===== src/rtl/crte_pkg.sv =====
package crte_pkg;

    localparam int HISTORY_DEPTH_DEF = 16;
    localparam int TIME_BITS_DEF     = 32;

    localparam int FUNC_W     = 2;
    localparam int NOW_W      = 32;
    localparam int THR_W      = 8;
    localparam int WIN_W      = 16;
    localparam int TIER_W     = 3;
    localparam int COUNT_W    = 5;
    localparam int CFG_IDX_W  = 2;
    localparam int CFG_DATA_W = 16;
    localparam int OUT_DATA_W = 16;

    localparam logic [FUNC_W-1:0] FUNC_RECORD = 2'd0;
    localparam logic [FUNC_W-1:0] FUNC_QUERY  = 2'd1;
    localparam logic [FUNC_W-1:0] FUNC_CLEAR  = 2'd2;

    localparam logic [CFG_IDX_W-1:0] REG_THRESHOLD  = 2'd0;
    localparam logic [CFG_IDX_W-1:0] REG_WINDOW     = 2'd1;
    localparam logic [CFG_IDX_W-1:0] REG_START_TIER = 2'd2;

    localparam logic [TIER_W-1:0] TIER_NORMAL = 3'd0;
    localparam logic [TIER_W-1:0] TIER_NO_EXT = 3'd1;
    localparam logic [TIER_W-1:0] TIER_FULL   = 3'd4;

    localparam logic [THR_W-1:0]  THRESHOLD_RST  = 8'd3;
    localparam logic [WIN_W-1:0]  WINDOW_RST     = 16'd60;
    localparam logic [TIER_W-1:0] START_TIER_RST = 3'd0;

    typedef enum logic [1:0] {
        ST_IDLE,
        ST_SCAN,
        ST_LAST,
        ST_UPDATE
    } t_state;

    typedef struct packed {
        logic load;
        logic issue;
        logic commit;
    } t_cmd;

    typedef struct packed {
        logic last_issue;
        logic out_free;
    } t_status;

endpackage


===== src/rtl/crash_rate_tier_escalator_unit.sv =====
// fault-rate escalation monitor over a sliding window of event times
// input words: tuser carries the operation (record, query, clear), tdata the
// current time. record prunes stored times older than the window, stores the
// new time (overwriting the oldest when the history is full), counts the
// stored events and recommends a tier; the highest tier seen is held sticky.
// output words: current tier, recommended tier and in-window count.
// config: index/data write channel, always ready; write only while idle.
// record and query read the time history one entry per cycle through a
// single registered ram read port; after the scan, a last state evaluates
// the final entry, and the update state then writes the result into the
// output register. clear skips the scan and goes from acceptance straight
// to the update state.
// one item is in work at a time; a finished result waits in the output
// register, and the next item is accepted meanwhile but cannot complete
// until the receiver takes it. reset empties the history, clears the sticky
// tier and loads the register defaults (threshold 3, window 60, start 0).
module crash_rate_tier_escalator_unit #(
    parameter int HISTORY_DEPTH = crte_pkg::HISTORY_DEPTH_DEF,
    parameter int TIME_BITS     = crte_pkg::TIME_BITS_DEF
) (
    input  logic                              i_clk,
    input  logic                              i_rst_n,
    input  logic                              i_s_axis_tvalid,
    output logic                              o_s_axis_tready,
    input  logic [crte_pkg::NOW_W-1:0]        i_s_axis_tdata,  // now_time
    input  logic [crte_pkg::FUNC_W-1:0]       i_s_axis_tuser,  // func
    output logic                              o_m_axis_tvalid,
    input  logic                              i_m_axis_tready,
    // current_tier, recommended_tier, recent_count, zero fill
    output logic [crte_pkg::OUT_DATA_W-1:0]   o_m_axis_tdata,
    input  logic                              i_cfg_valid,
    output logic                              o_cfg_ready,
    input  logic [crte_pkg::CFG_IDX_W-1:0]    i_cfg_index,
    input  logic [crte_pkg::CFG_DATA_W-1:0]   i_cfg_data
);
    import crte_pkg::*;

    t_cmd    cmd;
    t_status status;

    crte_ctrl u_ctrl (
        .i_clk      (i_clk),
        .i_rst_n    (i_rst_n),
        .i_in_valid (i_s_axis_tvalid),
        .i_func     (i_s_axis_tuser),
        .o_in_ready (o_s_axis_tready),
        .o_cmd      (cmd),
        .i_status   (status)
    );

    crte_dp #(
        .HISTORY_DEPTH (HISTORY_DEPTH),
        .TIME_BITS     (TIME_BITS)
    ) u_dp (
        .i_clk       (i_clk),
        .i_rst_n     (i_rst_n),
        .i_func      (i_s_axis_tuser),
        .i_now_time  (i_s_axis_tdata),
        .i_cmd       (cmd),
        .o_status    (status),
        .i_cfg_valid (i_cfg_valid),
        .o_cfg_ready (o_cfg_ready),
        .i_cfg_index (i_cfg_index),
        .i_cfg_data  (i_cfg_data),
        .o_out_valid (o_m_axis_tvalid),
        .i_out_ready (i_m_axis_tready),
        .o_out_data  (o_m_axis_tdata)
    );

endmodule


===== src/rtl/crte_ram.sv =====
module crte_ram #(
    parameter int WIDTH = 32,
    parameter int DEPTH = 16
) (
    input  logic                     i_clk,
    input  logic                     i_we,
    input  logic [$clog2(DEPTH)-1:0] i_waddr,
    input  logic [WIDTH-1:0]         i_wdata,
    input  logic                     i_re,
    input  logic [$clog2(DEPTH)-1:0] i_raddr,
    output logic [WIDTH-1:0]         o_rdata
);

    logic [WIDTH-1:0] r_mem [DEPTH];
    logic [WIDTH-1:0] r_rdata;

    always_ff @(posedge i_clk) begin
        if (i_we) begin
            r_mem[i_waddr] <= i_wdata;
        end
        if (i_re) begin
            r_rdata <= r_mem[i_raddr];
        end
    end

    assign o_rdata = r_rdata;

endmodule


===== src/rtl/crte_ctrl.sv =====
module crte_ctrl (
    input  logic                          i_clk,
    input  logic                          i_rst_n,
    input  logic                          i_in_valid,
    input  logic [crte_pkg::FUNC_W-1:0]   i_func,
    output logic                          o_in_ready,
    output crte_pkg::t_cmd                o_cmd,
    input  crte_pkg::t_status             i_status
);
    import crte_pkg::*;

    t_state r_state;
    t_state n_state;

    always_ff @(posedge i_clk) begin
        if (!i_rst_n) begin
            r_state <= ST_IDLE;
        end else begin
            r_state <= n_state;
        end
    end

    always_comb begin
        n_state    = r_state;
        o_in_ready = 1'b0;
        o_cmd      = '0;
        unique case (r_state)
            ST_IDLE: begin
                o_in_ready = 1'b1;
                if (i_in_valid) begin
                    o_cmd.load = 1'b1;
                    n_state    = (i_func == FUNC_CLEAR) ? ST_UPDATE : ST_SCAN;
                end
            end
            ST_SCAN: begin
                o_cmd.issue = 1'b1;
                if (i_status.last_issue) begin
                    n_state = ST_LAST;
                end
            end
            ST_LAST: begin
                n_state = ST_UPDATE;
            end
            ST_UPDATE: begin
                if (i_status.out_free) begin
                    o_cmd.commit = 1'b1;
                    n_state      = ST_IDLE;
                end
            end
            default: begin
                n_state = ST_IDLE;
            end
        endcase
    end

endmodule


===== src/rtl/crte_dp.sv =====
module crte_dp #(
    parameter int HISTORY_DEPTH = crte_pkg::HISTORY_DEPTH_DEF,
    parameter int TIME_BITS     = crte_pkg::TIME_BITS_DEF
) (
    input  logic                              i_clk,
    input  logic                              i_rst_n,
    input  logic [crte_pkg::FUNC_W-1:0]       i_func,
    input  logic [crte_pkg::NOW_W-1:0]        i_now_time,
    input  crte_pkg::t_cmd                    i_cmd,
    output crte_pkg::t_status                 o_status,
    input  logic                              i_cfg_valid,
    output logic                              o_cfg_ready,
    input  logic [crte_pkg::CFG_IDX_W-1:0]    i_cfg_index,
    input  logic [crte_pkg::CFG_DATA_W-1:0]   i_cfg_data,
    output logic                              o_out_valid,
    input  logic                              i_out_ready,
    output logic [crte_pkg::OUT_DATA_W-1:0]   o_out_data
);
    import crte_pkg::*;

    localparam int IW   = $clog2(HISTORY_DEPTH);
    localparam int CW   = $clog2(HISTORY_DEPTH + 1);
    localparam int SW   = (CW > COUNT_W) ? CW : COUNT_W;
    localparam int CMPW = (CW > THR_W + 1) ? CW : THR_W + 1;

    logic [THR_W-1:0]         r_threshold;
    logic [WIN_W-1:0]         r_window;
    logic [TIER_W-1:0]        r_start_tier;
    logic [HISTORY_DEPTH-1:0] r_valid;
    logic [TIER_W-1:0]        r_sticky;
    logic                     r_ev;
    logic                     r_out_valid;

    logic [FUNC_W-1:0]        r_func;
    logic [TIME_BITS-1:0]     r_now;
    logic [IW-1:0]            r_idx;
    logic [IW-1:0]            r_ev_idx;
    logic [CW-1:0]            r_cnt;
    logic                     r_free_found;
    logic [IW-1:0]            r_free_slot;
    logic [TIME_BITS-1:0]     r_oldest;
    logic [IW-1:0]            r_old_slot;
    logic [OUT_DATA_W-1:0]    r_out_data;

    logic [TIME_BITS-1:0]     ram_q;
    logic                     ram_we;
    logic [TIME_BITS-1:0]     age;
    logic                     in_win;
    logic                     ent_valid;
    logic                     is_rec;
    logic                     prune;
    logic                     kept;
    logic                     take_free;
    logic                     take_old;
    logic [IW-1:0]            slot;
    logic [CW-1:0]            fin_cnt;
    logic [TIER_W-1:0]        rec_tier;
    logic [TIER_W-1:0]        n_sticky;
    logic [TIER_W-1:0]        floor_tier;
    logic [TIER_W-1:0]        cur_tier;
    logic [SW-1:0]            cnt_wide;
    logic [COUNT_W-1:0]       cnt_sat;
    logic [CMPW-1:0]          cnt_cmp;

    assign o_cfg_ready        = 1'b1;
    assign o_status.out_free  = !r_out_valid || i_out_ready;
    assign o_status.last_issue = (r_idx == IW'(HISTORY_DEPTH - 1));

    // entry evaluation, one stored time per cycle
    always_comb begin
        age       = r_now - ram_q;
        in_win    = (age <= TIME_BITS'(r_window));
        ent_valid = r_valid[r_ev_idx];
        is_rec    = (r_func == FUNC_RECORD);
        prune     = r_ev && is_rec && ent_valid && !in_win;
        kept      = r_ev && ent_valid && in_win;
        take_free = r_ev && !r_free_found && (!ent_valid || prune);
        take_old  = r_ev && ((r_ev_idx == '0) || (age > r_oldest));
    end

    // result of the item
    always_comb begin
        slot    = r_free_found ? r_free_slot : r_old_slot;
        fin_cnt = r_cnt;
        unique case (r_func)
            FUNC_RECORD: fin_cnt = r_cnt + CW'(r_free_found);
            FUNC_CLEAR:  fin_cnt = '0;
            default:     fin_cnt = r_cnt;
        endcase
        cnt_cmp  = CMPW'(fin_cnt);
        rec_tier = TIER_NORMAL;
        if (is_rec) begin
            if (cnt_cmp >= CMPW'({r_threshold, 1'b0})) begin
                rec_tier = TIER_FULL;
            end else if (cnt_cmp >= CMPW'(r_threshold)) begin
                rec_tier = TIER_NO_EXT;
            end
        end
        n_sticky   = (rec_tier > r_sticky) ? rec_tier : r_sticky;
        floor_tier = (r_start_tier > TIER_FULL) ? TIER_FULL : r_start_tier;
        cur_tier   = (n_sticky > floor_tier) ? n_sticky : floor_tier;
        cnt_wide   = SW'(fin_cnt);
        cnt_sat    = (cnt_wide > SW'(31)) ? 5'd31 : cnt_wide[COUNT_W-1:0];
    end

    assign ram_we = i_cmd.commit && is_rec;

    crte_ram #(
        .WIDTH (TIME_BITS),
        .DEPTH (HISTORY_DEPTH)
    ) u_times (
        .i_clk   (i_clk),
        .i_we    (ram_we),
        .i_waddr (slot),
        .i_wdata (r_now),
        .i_re    (i_cmd.issue),
        .i_raddr (r_idx),
        .o_rdata (ram_q)
    );

    always_ff @(posedge i_clk) begin
        if (!i_rst_n) begin
            r_threshold  <= THRESHOLD_RST;
            r_window     <= WINDOW_RST;
            r_start_tier <= START_TIER_RST;
            r_valid      <= '0;
            r_sticky     <= TIER_NORMAL;
            r_ev         <= 1'b0;
            r_out_valid  <= 1'b0;
        end else begin
            if (i_cfg_valid) begin
                unique case (i_cfg_index)
                    REG_THRESHOLD:  r_threshold  <= i_cfg_data[THR_W-1:0];
                    REG_WINDOW:     r_window     <= i_cfg_data[WIN_W-1:0];
                    REG_START_TIER: r_start_tier <= i_cfg_data[TIER_W-1:0];
                    default: begin
                    end
                endcase
            end
            r_ev <= i_cmd.issue;
            if (prune) begin
                r_valid[r_ev_idx] <= 1'b0;
            end
            if (i_cmd.commit) begin
                if (is_rec) begin
                    r_valid[slot] <= 1'b1;
                end else if (r_func == FUNC_CLEAR) begin
                    r_valid <= '0;
                end
                r_sticky    <= n_sticky;
                r_out_valid <= 1'b1;
            end else if (i_out_ready) begin
                r_out_valid <= 1'b0;
            end
        end
    end

    always_ff @(posedge i_clk) begin
        if (i_cmd.load) begin
            r_func       <= i_func;
            r_now        <= TIME_BITS'(i_now_time);
            r_idx        <= '0;
            r_cnt        <= '0;
            r_free_found <= 1'b0;
            r_free_slot  <= '0;
            r_oldest     <= '0;
            r_old_slot   <= '0;
        end else begin
            if (i_cmd.issue) begin
                r_idx <= r_idx + 1'b1;
            end
            if (kept) begin
                r_cnt <= r_cnt + 1'b1;
            end
            if (take_free) begin
                r_free_found <= 1'b1;
                r_free_slot  <= r_ev_idx;
            end
            if (take_old) begin
                r_oldest   <= age;
                r_old_slot <= r_ev_idx;
            end
        end
        if (i_cmd.issue) begin
            r_ev_idx <= r_idx;
        end
        if (i_cmd.commit) begin
            r_out_data <= {{(OUT_DATA_W - COUNT_W - 2 * TIER_W){1'b0}},
                           cnt_sat, rec_tier, cur_tier};
        end
    end

    assign o_out_valid = r_out_valid;
    assign o_out_data  = r_out_data;

    a_no_stale_eval: assert property (@(posedge i_clk) disable iff (!i_rst_n)
        i_cmd.load |-> !r_ev)
        else $error("entry evaluation still pending when a new word is loaded");

    a_count_bound: assert property (@(posedge i_clk) disable iff (!i_rst_n)
        r_out_valid |-> (SW'(r_out_data[2*TIER_W +: COUNT_W]) <= SW'(HISTORY_DEPTH)))
        else $error("reported count exceeds history depth");

    a_tier_order: assert property (@(posedge i_clk) disable iff (!i_rst_n)
        (r_out_valid && $past(i_cmd.commit))
            |-> (r_out_data[TIER_W-1:0] >= r_out_data[TIER_W +: TIER_W]))
        else $error("current tier below recommended tier");

    a_clear_empties: assert property (@(posedge i_clk) disable iff (!i_rst_n)
        (i_cmd.commit && r_func == FUNC_CLEAR) |=> (r_valid == '0))
        else $error("history not empty after clear");

endmodule

===== config.mk =====
export PLATFORM = sky130hd
export DESIGN_NAME = crash_rate_tier_escalator_unit
export DESIGN_NICKNAME = d
export VERILOG_FILES = /design/src/rtl/crte_pkg.sv /design/src/rtl/crash_rate_tier_escalator_unit.sv /design/src/rtl/crte_ram.sv /design/src/rtl/crte_ctrl.sv /design/src/rtl/crte_dp.sv
export SDC_FILE = /design/constraint.sdc
export NUM_CORES = 1
export LEC_CHECK = 0
export BUFFER_PORTS_ARGS = -buffer_cell sky130_fd_sc_hd__buf_2
export CORE_UTILIZATION = 35
export DETAILED_ROUTE_END_ITERATION = 6
export PLACE_DENSITY = 0.54
export SYNTH_ARGS = -nofsm -noshare
export SYNTH_HDL_FRONTEND = slang
export SYNTH_SLANG_ARGS = --single-unit

===== constraint.sdc =====
create_clock -name i_clk -period 4.6 [get_ports i_clk]
set_input_delay 0.46 -clock i_clk [delete_from_list [all_inputs] [get_ports i_clk]]
set_output_delay 0.46 -clock i_clk [all_outputs]
set_load 0.01 [all_outputs]

**After elaboration in Yosys (flattened, before gate mapping)**

Memories as Yosys holds them, arrays and structs flattened. A register that Yosys moved wholly into a read port is not among the register bits.
Index checks and enable logic that the tools add are counted.

- Order comparisons: 12
- Multiplexer cells: 34
- Bitwise gates (word level): 3
- Add/sub/neg operators: 4
- Reduce and logical (&&, ||, !) cells: 27
- Eq/ne operators: 11

Operator list:

| cell | count |
|---|---|
| 16-bit two-way mux | 5 |
| 32-bit > comparator | 1 |
| 32-bit by 16-bit <= comparator with 1-bit output | 1 |
| 32-bit subtractor | 1 |
| 16-bit bitwise AND | 1 |
| 16-bit inverter | 1 |
| 16-bit OR | 1 |
| 3-bit two-way mux | 5 |
| 1-bit two-way mux | 14 |
| 1-bit logical AND | 11 |
| 2-bit == test, second input constant | 5 |
| 4-bit by 5-bit < comparator with 1-bit output, second input constant | 2 |
| 5-bit case mux with 2 select lines | 1 |
| 5-bit by 9-bit >= comparator with 1-bit output | 1 |
| 1-bit demux with 4-bit select | 2 |
| 4-bit by 1-bit >= comparator with 1-bit output, second input constant | 2 |
| 5-bit by 8-bit >= comparator with 1-bit output | 1 |
| 2-bit two-way mux | 4 |
| 2-bit case mux with 4 select lines | 1 |
| 3-bit > comparator | 2 |
| 2-bit logical NOT | 3 |
| 2-bit != test, second input constant | 3 |
| 2-bit AND reduction | 3 |
| 5-bit by 1-bit adder with 5-bit output | 1 |
| 13 further kinds | 19 |

- Word-level logic and storage cells: 111
- Output and inout port bits: 19
- Memory bits (writable): 512
- Bits of input ports: 57
- Register bits: 149
- Memories: 1

Memories:

| memory | depth | bits a word | rd ports | clocked after Yosys merged registers in | wr ports | RTL line | RTL |
|---|---|---|---|---|---|---|---|
| u_dp.u_times.r_mem | 16 | 32 | 1 | 1 | 1 | crte_ram.sv:14 | `logic [WIDTH-1:0] r_mem [DEPTH];` |

**Longest topological paths before layout**

- Depth after elaboration: 11
- Gate-level depth with buffers: 26
- Gate-level depth less buffers: 26

**Cells and area by module**

A second synthesis with hierarchy kept.

- Cells, all modules: 1963
- Area, all modules: 29808.6 sq um

By module, submodules not included:

| module | sequential area each (sq um) | cells each | area each (sq um) | instances |
|---|---|---|---|---|
| crte_ram | 16335.7 | 838 | 20156.8 | 1 |
| crte_dp | 3403.3 | 1103 | 9450.3 | 1 |
| crte_ctrl | 40.0 | 22 | 201.4 | 1 |

**Worst setup path before layout**

No wires, ideal clock.

- Kind: flip-flop to flip-flop
- From: reg u_dp.r_now[7]
- To: reg u_dp.r_oldest[25]
- Path slack: 0.155 ns
- Setup time: 0.104 ns
- Data arrival time: 4.341 ns
- Data required time: 4.496 ns
- Stages on the path, launching flop included: 20
- Cells stage by stage: edfxtp_1 -> ha_1 -> nand2_1 -> or3_1 -> or3_1 -> o21ai_2 -> a31o_4 -> a41oi_1 -> xor2_1 -> inv_1 -> ha_1 -> a21o_1 -> a21o_1 -> a21oi_1 -> o211ai_1 -> a31o_2 -> a22oi_4 -> buf_4 -> nor2_1 -> a211oi_1

- Word-level cells in the longest chain between the ends: 4

Ends and longest elaborated chain:

| item | RTL line | RTL |
|---|---|---|
| from (decl) | crte_dp.sv:35 | `logic [TIME_BITS-1:0] r_now;` |
| from (signal assigned) | crte_dp.sv:161 | `r_now <= TIME_BITS'(i_now_time);` |
| 32-bit subtractor | crte_dp.sv:71 | `age = r_now - ram_q;` |
| net u_dp.age[27] | crte_dp.sv:47 | `logic [TIME_BITS-1:0] age;` |
| 32-bit > comparator | crte_dp.sv:78 | `take_old = r_ev && ((r_ev_idx == '0) \|\| (age > r_oldest));` |
| 1-bit logical OR | crte_dp.sv:78 |  |
| 1-bit logical AND | crte_dp.sv:78 |  |
| to (signal assigned) | crte_dp.sv:180 | `r_oldest <= age;` |
| to (decl) | crte_dp.sv:41 | `logic [TIME_BITS-1:0] r_oldest;` |

The timed path passes the listed nets, and every way through them passes these cells.
A chain may end at the register's enable or synchronous reset.

**Worst setup path in the final report**

- From: reg u_dp.r_now[7]
- To: reg u_dp.r_oldest[2]

The elaborated chain is that of the path after synthesis.

==> impl_metrics.yaml <==
status:
  status: "finished, final reports clean"
worst_setup_path:
  r2r-end: "u_dp.r_oldest[2]"
  r2r_start: "u_dp.r_now[7]"
  start_kind: "flop"
  reg2reg_slack_ns: 0.11
  crit_family: "simple AND/OR/NAND/NOR gates"
  path_max_fanout: 12
  crit_path_cell_trace: "ha_4 > nand2_1 > or3_4 > or3_4 > o21ai_4 > buf_4 > mux2i_2 > nor2_1 > ha_1 > nand2_1 > nor3_1 > a2111oi_4 > o211ai_1 > a22oi_4 > buf_12 > buf_6 > buf_16 > a211oi_2"
  slowest_delay_ns: 0.51
  path_depth: 18
  startpoint: "u_dp.r_now[7]"
  cp.required_ns: 5.13
  r2r_cells: 18
  arrival_ns: 5.02
  endpoint: "u_dp.r_oldest[2]"
  cp_num_buf_inv: 4
  path_class: "reg -> reg"
  setup.worst_path.end_class: "flop"
  critPathSlowestCell: "edfxtp_1"
floorplanning:
  io_pins: 76
  fp.coreArea_mm2: 0.0838
  num_rows: 106
  dieHeight_um: 293
  start_util_pct: 35.5
  die-area_mm2: 0.0861
  die_w_um: 293
placement:
  dp_hpwl_mm: 45.8
  routabilityCongestion: 0.880
  place_area_mm2: 0.0324
  io_buffers: 68
timing:
  max_slew_margin_pct: 28.6
  finalHoldViolations: 0
  fin_crit_ns: 4.49
  finalSetupViolCount: 0
  fin_skew_ns: 0.0541
  rsz0062_at_grt: "true"
  max_freq_mhz: 223
  fin_tns_setup_ns: 0
  tightest_slew_ns: 1.06
  drv_slew: 0
  timing.final.crit_share_pct: 97.6
global_route:
  overflow: 0
  grt_usage_pct: 17.3
  antenna_found_initial: 0
  grt_pass1_wl_mm: 110
  grt_start_max_net_pins: 75
  grt_pass1_vias: 17297
layout:
  multiInputGateArea_mm2: 0.00969
  area_growth_pct: 20.6
  nets: 2278
  regArea_mm2: 0.0198
  num-fill-cells: 7506
  design_area_mm2: 0.0358
  num_antenna_cells: 0
  drive_gt1_share_pct: 28.4
synthesis:
  yosysWarnings: 0
  ys_seq_area_share_pct: 66.6
  synth_edf_count: 592
  syn_inst: 1874
  avgSynthCellArea_um2: 15.9
  yosysUniqueCellTypes: 75
  yosys.area.top_type: "edfxtp_1"
  synth.area.top_cells: "edfxtp_1 (60%), mux4_2 (13%), dfxtp_1 (6.7%), ha_1 (4.2%), nand2_1 (1.5%)"
  synth_flop_cell: "edfxtp_1"
  ys_ff_latch: 692
  ys_async_sr_fraction_pct: 0
  synthDominantCellAreaShare_pct: 59.8
  synth_area_mm2: 0.0297
power:
  leakage_uw: 0.0122
  power_density_mw_per_mm2: 598
  finalPower_uw: 21400
  ir_drop_mv: 0.297
clock_tree:
  cts_tree: "built"
  clk_path_buf_depth: 3
  root_buffer: "clkbuf_16"
  path_clk_slew_ns: 0.06
  clk_latency_ns: 0.65
  clock_sinks: 692
  cts-htree-levels: 3
  cts_buffers: 76
run:
  drv_cap: 0
routing:
  finalWirelength_mm: 73.8
  avgRoutedWirePerCell_um: 22.3
  via_per_inst: 5.19
  route.detailed.drc: 0
  drt-pass1-iter-count: 6
  drt_iter0_markers: 1449
  drtAntennaViolNets: 0
  vias: 17214
worst_hold_path:
  hold_class: "in -> reg"
## layer usage
layer  share of wire, %  vias to the layer above  track usage, %
met5                  0                        -               0
met4                2.7                        0            5.42
met3                5.1                      112            3.05
met2                 47                      466            27.5
met1                 45                     8826            24.0
li1                   -                     7810               -
## synth_stat cells (3+ instances only)
library cell and n:
buf_2 9, nor2b_1 24, edfxtp_1 592, and4_1 4, and3_1 6, o21a_1 8
nor4_1 5, o211ai_1 21, nand2_1 121, a21oi_1 82, and2_1 8, o21bai_1 3
nor3_1 25, buf_1 15, nor3b_1 4, a211oi_1 13, nor2_1 84, o211a_1 3
buf_4 9, o21ai_0 77, a21o_1 28, o31ai_1 9, nand4_1 18, or2_2 4
xnor2_1 12, inv_1 111, ha_1 99, mux2i_1 17, and4b_1 3, or3_1 3
clkbuf_1 57, xor2_1 17, dfxtp_1 100, a31oi_1 15, mux4_2 165, or4_1 3
nand2b_1 9, nand3_1 42
## placed cells by master, fill, tap and decap left out, types with 28 or more instances in the layout
cell	n
ha_1	89
dfxtp_1	96
clkbuf_16	78
nor2_1	73
inv_1	110
o21ai_0	70
a21oi_1	69
nand2_1	119
buf_2	69
a21o_1	28
nand3_1	41
buf_4	135
mux4_2	165
edfxtp_1	592
## worst min-delay path by stage
stage	cells past startpoint	to	slack [ns]	startpoint
after detailed placement	2	u_dp.r_window[15]	0.45	u_dp.r_window[15]
after global routing	1	u_dp.r_now[24]	0.002	i_s_axis_tdata[24]
after global placement	2	u_dp.r_window[14]	0.45	u_dp.r_window[14]
after CTS	1	u_dp.r_now[2]	0.00001	i_s_axis_tdata[2]
after floorplan	0	u_dp.r_ev_idx[2]	0.41	u_dp.r_idx[2]
final	1	u_dp.r_now[24]	0.03	i_s_axis_tdata[24]
## stage by stage
stage               hold WS, ns  utilization (%)  instances  setup WS, ns
CTS                   0.0000111             42.0       3292       -0.0240
global route            0.00203             42.7       3315        -0.109
finish                   0.0264             42.7       3315         0.110
global placement          0.446             38.6       3125       -0.0126
floorplan                 0.406                -       1879         0.155
detailed placement        0.450             38.6       3125        -0.147
## power by group
group          internal (uW)  leakage [uW]  switching [uW]
Sequential              7530       0.00617             461
Clock                   3350       0.00118            2560
Combinational           3480       0.00490            4050
## sequential cells by signal, indices dropped and copies added (netlist names), 2 cells and up
signal	flops
u_dp.r_valid	16
u_dp.r_func	2
u_dp.r_oldest	32
u_dp.r_cnt	5
u_dp.r_threshold	8
u_dp.r_free_slot	4
u_dp.r_old_slot	4
u_dp.r_window	16
u_dp.o_out_data	10
u_dp.r_start_tier	3
u_dp.u_times.r_mem	512
u_dp.r_now	32
u_ctrl.r_state	2
u_dp.u_times.o_rdata	32
u_dp.r_ev_idx	4
u_dp.r_sticky	3
u_dp.r_idx	4
## cells by family after synthesis
kind of cell,synth area share [%]
AO/OA/AOI/OAI,6.45
XOR/XNOR,0.931
adder cells (fa/ha/maj),4.24
buffers and inverters,2.70
flip-flops,66.6
multiplexers,13.1
other,0.0253
AND/OR/NAND/NOR,5.98
## area by class of cell
class / count / area share, %
Tap cell: 1134 / 3.96
Multi-Input combinational cell: 985 / 27.0
Clock inverter: 41 / 1.13
Inverter: 112 / 1.17
Sequential cell: 692 / 55.2
Clock buffer: 97 / 5.68
Timing Repair Buffer: 254 / 5.78
## timing repair
item / 4_1_cts / 5_1_grt
setup buffers: 2 / 20
gates cloned: 2 / 2
hold buffers: 25 / 2
endpoints found under the setup margin: 43 / 65
pin swaps: 0 / 38
gates resized for setup: 11 / 88
endpoints found under the hold margin: 25 / 2
Note: power is estimated with default switching activity, not from simulation.
